### src/sv/uspl_pkg.sv
// ----------------------------------------------------------------------------
// uspl_pkg
// Shared constants, command and status types and ring index helpers for the
// uneven-series moving average block.
// ----------------------------------------------------------------------------
package uspl_pkg;

    // ring store
    localparam int RING_DEPTH = 64;
    localparam int IDX_W      = $clog2(RING_DEPTH);
    localparam int CNT_W      = $clog2(RING_DEPTH + 1);

    // field widths
    localparam int T_W    = 24;
    localparam int V_W    = 24;
    localparam int AREA_W = 56;
    localparam int DEN_W  = 25;
    localparam int MA_W   = 29;
    localparam int MB_W   = 26;
    localparam int MP_W   = MA_W + MB_W;
    localparam int HALF_W = AREA_W / 2;

    // saturation limits of the average
    localparam logic signed [AREA_W-1:0] AVG_MAX = AREA_W'(64'sd8388607);
    localparam logic signed [AREA_W-1:0] AVG_MIN = AREA_W'(-64'sd8388608);

    // datapath operations
    typedef enum logic [4:0] {
        OP_NONE,
        OP_LATCH,
        OP_FIRST_MUL,
        OP_FIRST_SET,
        OP_RD_NEWEST,
        OP_CAP_PREV,
        OP_OVF_DROP,
        OP_RD_LEFT,
        OP_CAP_A,
        OP_SEG_MUL,
        OP_SEG_SUB,
        OP_SEG_DROP,
        OP_WRITE_MUL,
        OP_ADD_NEW,
        OP_EDGE_CHK,
        OP_EDGE_SMUL,
        OP_EDGE_SSET,
        OP_EDGE_PCAP,
        OP_INT_MUL,
        OP_DIV_INT,
        OP_INT_Y,
        OP_EDGE_MLO,
        OP_EDGE_MHI,
        OP_EDGE_ISET,
        OP_TRIM,
        OP_DIV_AVG,
        OP_AVG_SET,
        OP_OUT_LOAD
    } op_t;

    typedef struct packed {
        op_t op;
    } cmd_t;

    typedef struct packed {
        logic first_item;
        logic order_err;
        logic full;
        logic oldest_is_left;
        logic walk_stop;
        logic edge_simple;
        logic dt_bad;
        logic div_done;
    } stat_t;

    // next slot, wrapping at the ring depth
    function automatic logic [IDX_W-1:0] slot_next(input logic [IDX_W-1:0] s);
        logic [IDX_W-1:0] r;
        if (s == IDX_W'(RING_DEPTH - 1)) r = '0;
        else r = s + 1'b1;
        return r;
    endfunction

    // slot k places back from s, k no larger than the depth
    function automatic logic [IDX_W-1:0] slot_back(input logic [IDX_W-1:0] s,
                                                   input logic [CNT_W-1:0] k);
        logic [CNT_W+1:0] x;
        x = (CNT_W+2)'(s) + (CNT_W+2)'(RING_DEPTH) - (CNT_W+2)'(k);
        if (x >= (CNT_W+2)'(RING_DEPTH)) x = x - (CNT_W+2)'(RING_DEPTH);
        return x[IDX_W-1:0];
    endfunction

endpackage

### src/sv/uspl_ctrl.sv
// ----------------------------------------------------------------------------
// uspl_ctrl
// Sequencer: accepts a word, steps the datapath through the update, the left
// edge walk and the divisions it needs, and hands the result to the output register.
// ----------------------------------------------------------------------------
module uspl_ctrl (
    input  logic            aclk,
    input  logic            aresetn,
    input  logic            s_tvalid,
    output logic            s_tready,
    output logic            m_tvalid,
    input  logic            m_tready,
    input  uspl_pkg::stat_t stat,
    output uspl_pkg::cmd_t  cmd
);
    typedef enum logic [27:0] {
        S_IDLE = 28'd1 << 0,  S_CHK0 = 28'd1 << 1,  S_FMUL = 28'd1 << 2,
        S_FSET = 28'd1 << 3,  S_PREV = 28'd1 << 4,  S_DROP = 28'd1 << 5,
        S_SA   = 28'd1 << 6,  S_SB   = 28'd1 << 7,  S_SC   = 28'd1 << 8,
        S_SS   = 28'd1 << 9,  S_WMUL = 28'd1 << 10, S_ADDN = 28'd1 << 11,
        S_EDGE = 28'd1 << 12, S_ESM  = 28'd1 << 13, S_ESS  = 28'd1 << 14,
        S_EP   = 28'd1 << 15, S_EIM  = 28'd1 << 16, S_EDIV = 28'd1 << 17,
        S_EDW  = 28'd1 << 18, S_EY   = 28'd1 << 19, S_ELO  = 28'd1 << 20,
        S_EHI  = 28'd1 << 21, S_ESUM = 28'd1 << 22, S_TRIM = 28'd1 << 23,
        S_ADIV = 28'd1 << 24, S_ADW  = 28'd1 << 25, S_AVG  = 28'd1 << 26,
        S_DONE = 28'd1 << 27
    } state_t;

    state_t state_reg, state_next;
    logic   walk_reg, walk_next;
    logic   mvalid_reg, mvalid_next;
    logic   out_free;

    assign out_free = !mvalid_reg || m_tready;
    assign s_tready = state_reg == S_IDLE;
    assign m_tvalid = mvalid_reg;

    // next state and command
    always_comb begin
        state_next  = state_reg;
        walk_next   = walk_reg;
        mvalid_next = mvalid_reg && !m_tready;
        cmd.op      = uspl_pkg::OP_NONE;
        case (state_reg)
            S_IDLE: begin
                if (s_tvalid) begin
                    cmd.op     = uspl_pkg::OP_LATCH;
                    state_next = S_CHK0;
                end
            end
            S_CHK0: begin
                cmd.op     = uspl_pkg::OP_RD_NEWEST;
                state_next = stat.first_item ? S_FMUL : S_PREV;
            end
            S_FMUL: begin
                cmd.op     = uspl_pkg::OP_FIRST_MUL;
                state_next = S_FSET;
            end
            S_FSET: begin
                cmd.op     = uspl_pkg::OP_FIRST_SET;
                state_next = S_DONE;
            end
            S_PREV: begin
                cmd.op = uspl_pkg::OP_CAP_PREV;
                if (stat.order_err) state_next = S_DONE;
                else if (stat.full && stat.oldest_is_left) begin
                    walk_next  = 1'b0;
                    state_next = S_SA;
                end else if (stat.full) state_next = S_DROP;
                else state_next = S_WMUL;
            end
            S_DROP: begin
                cmd.op     = uspl_pkg::OP_OVF_DROP;
                state_next = S_WMUL;
            end
            // one segment of the left edge: read left, read its successor
            S_SA: begin
                cmd.op     = uspl_pkg::OP_RD_LEFT;
                state_next = S_SB;
            end
            S_SB: begin
                cmd.op     = uspl_pkg::OP_CAP_A;
                state_next = (walk_reg && stat.walk_stop) ? S_EDGE : S_SC;
            end
            S_SC: begin
                cmd.op     = uspl_pkg::OP_SEG_MUL;
                state_next = S_SS;
            end
            S_SS: begin
                cmd.op     = walk_reg ? uspl_pkg::OP_SEG_SUB : uspl_pkg::OP_SEG_DROP;
                state_next = walk_reg ? S_SA : S_WMUL;
            end
            S_WMUL: begin
                cmd.op     = uspl_pkg::OP_WRITE_MUL;
                state_next = S_ADDN;
            end
            S_ADDN: begin
                cmd.op     = uspl_pkg::OP_ADD_NEW;
                walk_next  = 1'b1;
                state_next = S_SA;
            end
            // partial area left of the left sample
            S_EDGE: begin
                cmd.op     = uspl_pkg::OP_EDGE_CHK;
                state_next = stat.edge_simple ? S_ESM : S_EP;
            end
            S_ESM: begin
                cmd.op     = uspl_pkg::OP_EDGE_SMUL;
                state_next = S_ESS;
            end
            S_ESS: begin
                cmd.op     = uspl_pkg::OP_EDGE_SSET;
                state_next = S_TRIM;
            end
            S_EP: begin
                cmd.op     = uspl_pkg::OP_EDGE_PCAP;
                state_next = stat.dt_bad ? S_ESM : S_EIM;
            end
            S_EIM: begin
                cmd.op     = uspl_pkg::OP_INT_MUL;
                state_next = S_EDIV;
            end
            S_EDIV: begin
                cmd.op     = uspl_pkg::OP_DIV_INT;
                state_next = S_EDW;
            end
            S_EDW: begin
                if (stat.div_done) state_next = S_EY;
            end
            S_EY: begin
                cmd.op     = uspl_pkg::OP_INT_Y;
                state_next = S_ELO;
            end
            S_ELO: begin
                cmd.op     = uspl_pkg::OP_EDGE_MLO;
                state_next = S_EHI;
            end
            S_EHI: begin
                cmd.op     = uspl_pkg::OP_EDGE_MHI;
                state_next = S_ESUM;
            end
            S_ESUM: begin
                cmd.op     = uspl_pkg::OP_EDGE_ISET;
                state_next = S_TRIM;
            end
            S_TRIM: begin
                cmd.op     = uspl_pkg::OP_TRIM;
                state_next = S_ADIV;
            end
            S_ADIV: begin
                cmd.op     = uspl_pkg::OP_DIV_AVG;
                state_next = S_ADW;
            end
            S_ADW: begin
                if (stat.div_done) state_next = S_AVG;
            end
            S_AVG: begin
                cmd.op     = uspl_pkg::OP_AVG_SET;
                state_next = S_DONE;
            end
            S_DONE: begin
                if (out_free) begin
                    cmd.op      = uspl_pkg::OP_OUT_LOAD;
                    mvalid_next = 1'b1;
                    state_next  = S_IDLE;
                end
            end
            default: state_next = S_IDLE;
        endcase
    end

    always_ff @(posedge aclk) begin
        if (!aresetn) begin
            state_reg  <= S_IDLE;
            walk_reg   <= 1'b0;
            mvalid_reg <= 1'b0;
        end else begin
            state_reg  <= state_next;
            walk_reg   <= walk_next;
            mvalid_reg <= mvalid_next;
        end
    end

endmodule

### config.mk
export PLATFORM = sky130hd
export DESIGN_NAME = uspl_ctrl
export DESIGN_NICKNAME = d
export VERILOG_FILES = /design/src/sv/uspl_pkg.sv /design/src/sv/uspl_ctrl.sv
export SDC_FILE = /design/constraint.sdc
export NUM_CORES = 1
export LEC_CHECK = 0
export ABC_AREA = 1
export BUFFER_PORTS_ARGS = -buffer_cell sky130_fd_sc_hd__buf_2
export CORE_ASPECT_RATIO = 0.5
export CORE_MARGIN = 2
export CORE_UTILIZATION = 30
export CTS_CLUSTER_SIZE = 40
export DETAILED_ROUTE_END_ITERATION = 10
export PLACE_DENSITY_LB_ADDON = 0.05
export SLEW_MARGIN = 20
export SYNTH_ARGS = -nofsm -noshare
export SYNTH_HDL_FRONTEND = slang
export SYNTH_SLANG_ARGS = --single-unit
### constraint.sdc
create_clock -name aclk -period 2.25 [get_ports aclk]
set_input_delay 0.225 -clock aclk [delete_from_list [all_inputs] [get_ports aclk]]
set_output_delay 0.225 -clock aclk [all_outputs]
set_load 0.02 [all_outputs]
==> qor.yml <==
worst_setup_path:
  ff_to_ff_path_depth: 15
  r2r_end: "state_reg[17]"
  critPathLaunchType: "flip-flop"
  critPathCaptureType: "output pin"
  criticalPathCategory: "flip-flop to output pin"
  path_max_fanout: 8
  flop2flop_setup_slack_ps: 220
  arrival_ps: 1940
  crit_required_ps: 2030
  r2r-start: "state_reg[16]"
clocking:
  cts_hold_buffers: 0
  cts.sink_count: 30
  cts.root.buffer_cell: "sky130_fd_sc_hd__clkbuf_16"
  clkLatencyLatePin_ps: 280
  cts_tree: "built"
  cts_made_buffers: 5
  max-clock-path-buffers: 2
  clock_input_transition_at_the_sequential_cells_of_the_worst_setup_and_hold_paths_ps: 50
  cts_htree_levels: 2
floorplanning:
  initial_core_util_pct: 30.5
  design.core.area_um2: 7210
  pin_count: 19
  core.rowCount: 22
  design.die.area_um2: 8080
  dieWidth_um: 125
  chipHeight_um: 64.6
worst_hold_path:
  hold_start: "stat[4]"
  hold_class: "input pin to flip-flop"
  hold_path_end: "state_reg[5]"
  min_delay_path_depth: 2
yosys:
  synthesis.area_per_instance_um2: 6.52
  synth_enable_flop_cells: 0
  synth_top_flop_cell: "sky130_fd_sc_hd__dfxtp_1"
  postSynthNetCount: 350
  postSynthRegisterBits: 30
  ys_seq_area_share_pct: 27.3
  post_synth_instance_area_um2: 2200
  post-synth-top-area-cell: "sky130_fd_sc_hd__dfxtp_1"
  postSynthCellCount: 338
  synth-async-reset-ratio_pct: 0
  netlist-cell-type-count: 29
  ys.warnings.count: 0
  share_of_the_synthesized_area_in_the_top_cell_type_pct: 27.3
  synth.top_cells.by_area: "sky130_fd_sc_hd__dfxtp_1 27%, sky130_fd_sc_hd__nand2_1 13%, sky130_fd_sc_hd__nor2_1 11%"
sta:
  grt_setup_unrepaired: "true"
  final_max_slew_viol_count: 0
  period_share_pct: 96.1
  post_route_skew_ps: 7.05
  hold_viol: 0
  fmaxAchievable_mhz: 463
  report.final.setup_viol: 0
  relSlewSlack_pct: 66.3
  tightestPinTransition_ps: 504
  final_critical_delay_including_setup_and_external_delays_ps: 2160
global_route:
  global_route.overflow_total: 0
  grt_busiest_layer: "met1"
  groute.usage.overall_pct: 16.3
  globalRouteMet2Util_pct: 23.0
  grt_antenna_before_repair: 0
  groute.layer.met3.usage_pct: 4.87
  via_count_of_the_first_global_routing_pass: 1996
  met1_usage_pct: 23.6
  grt_pass1_wl_um: 10000
  pin_count_of_the_biggest_net_entering_global_routing: 20
cells_and_area:
  layout.cells.most_common_list: "71 x sky130_fd_sc_hd__nand2_1, 60 x sky130_fd_sc_hd__nor2_1, 46 x sky130_fd_sc_hd__inv_1, 29 x sky130_fd_sc_hd__dfxtp_1, 18 x sky130_fd_sc_hd__nor2_4"
  n_antenna_cell: 0
  final_util_pct: 38.2
  finalNetCount: 389
  post_route_cells_drive_above_1_share_pct: 29.6
  largest_reg_flops: 28
  flow.area_growth_from_synthesis_pct: 24.9
  mostFrequentLayoutCell: "sky130_fd_sc_hd__nand2_1"
detailed_routing:
  vias: 2154
  detail_route.drc_violations: 0
  route.antenna.remaining_nets: 0
  detail_route.vias_per_cell: 4.54
  route.detailed.wl_per_inst_um: 13.5
  dr.pass1.iters: 4
  first_iter_violations: 108
  routed_wirelength_um: 6390
power:
  intPower_w: 0.00140
  fin_total_pwr_w: 0.00241
  power.clock.fraction_pct: 28.3
  irDropWorstVdd_v: 0.000366
  switching_share_pct: 41.8
  pwr-share-comb_pct: 47.1
  share_seq_of_total_power_pct: 24.6
  static-leakage-power_nw: 1.30
  power_density_nw_per_um2: 876
  power.net_switching_w: 0.00101
place:
  hpwl_um: 5020
  placement.io_buffers: 18
  routabilityCongestion: 0.845
run_status:
  status: "completed"
run:
  timing.max_cap.violations: 0
## cell type report
class | instances | area, µm²
Fill cell | 757 | 4460
Clock inverter | 1 | 5.00
Timing Repair Buffer | 35 | 249
Clock buffer | 7 | 143
Inverter | 54 | 203
Tap cell | 96 | 120
Multi-Input combinational cell | 251 | 1430
Sequential cell | 30 | 602
## metal layers
layer  vias to the layer above  wire length, µm
met5                         -                0
met4                         0               63
met3                         7              405
met2                        42             2480
met1                       968             3440
li1                       1137                -
## what timing repair did
| action | in CTS | in global routing |
|---|---|---|
| pin swaps | 0 | 6 |
| setup endpoints to repair | 1 | 5 |
| buffers inserted | 0 | 11 |
| gates cloned | 0 | 1 |
| gates resized for setup | 2 | 21 |
## power by group through the flow
stage               sequential [W]  clock [W]  combinational (W)
floorplan                 0.000594          0           0.000742
global placement          0.000596          0           0.000978
detailed placement        0.000596          0           0.000969
CTS                       0.000585   0.000706           0.000976
global route              0.000595   0.000729            0.00122
finish                    0.000592   0.000683            0.00114
## synthesized netlist by cell type (5+ instances only)
| cell | count |
|---|---|
| sky130_fd_sc_hd__nand2_2 | 5 |
| sky130_fd_sc_hd__nand2_4 | 10 |
| sky130_fd_sc_hd__nand3_1 | 13 |
| sky130_fd_sc_hd__dfxtp_1 | 30 |
| sky130_fd_sc_hd__nor2_1 | 64 |
| sky130_fd_sc_hd__inv_1 | 46 |
| sky130_fd_sc_hd__nor3_1 | 19 |
| sky130_fd_sc_hd__o21ai_0 | 5 |
| sky130_fd_sc_hd__inv_2 | 8 |
| sky130_fd_sc_hd__nor2_4 | 13 |
| sky130_fd_sc_hd__nand2_1 | 75 |
| sky130_fd_sc_hd__a21oi_1 | 10 |
| sky130_fd_sc_hd__nor2_2 | 12 |
| sky130_fd_sc_hd__nand4_1 | 6 |
## worst max-delay path: stages, from the launching register on
cell                       delay (ps)
sky130_fd_sc_hd__dfxtp_1          320
sky130_fd_sc_hd__nor2_1           130
sky130_fd_sc_hd__nand2_2          100
sky130_fd_sc_hd__inv_2            100
sky130_fd_sc_hd__nand2_4          100
sky130_fd_sc_hd__nor2_8           210
sky130_fd_sc_hd__buf_4            140
sky130_fd_sc_hd__nand4_2          100
sky130_fd_sc_hd__nand3_1          170
sky130_fd_sc_hd__nand3b_1         120
sky130_fd_sc_hd__buf_2            160
## per-stage QoR
stage / hold slack (ps) / cell area, µm² / setup slack [ps] / cells / setup TNS, ps
2_1_floorplan: 303 / 2200 / 572 / 338 / 0
4_1_cts: 112 / 2590 / 9.55 / 462 / 0
3_5_place_dp: 407 / 2430 / 236 / 454 / 0
6_report: 121 / 2750 / 87.9 / 474 / 0
5_1_grt: 117 / 2750 / -17.3 / 474 / -31.8
3_3_place_gp: 402 / 2430 / 215 / 454 / 0
## logic make-up (layout without fill, tap and decap cells)
family	count (synthesis)	after routing	synth area share (%)
compound gates	19	19	5.17
buf+inv	58	97	11.7
flops	30	30	27.3
simple gates	231	232	55.9
## worst max-delay path by stage
stage	start	to	slack [ps]	depth (start not counted)
2_1_floorplan	state_reg[16]	state_reg[27]	570	15
3_3_place_gp	state_reg[18]	state_reg[17]	220	14
3_5_place_dp	state_reg[24]	cmd[0]	240	10
4_1_cts	state_reg[18]	cmd[0]	10	10
5_1_grt	state_reg[18]	cmd[3]	-20	10
6_report	state_reg[16]	cmd[3]	90	10
Power figures use the tool's default switching activity.
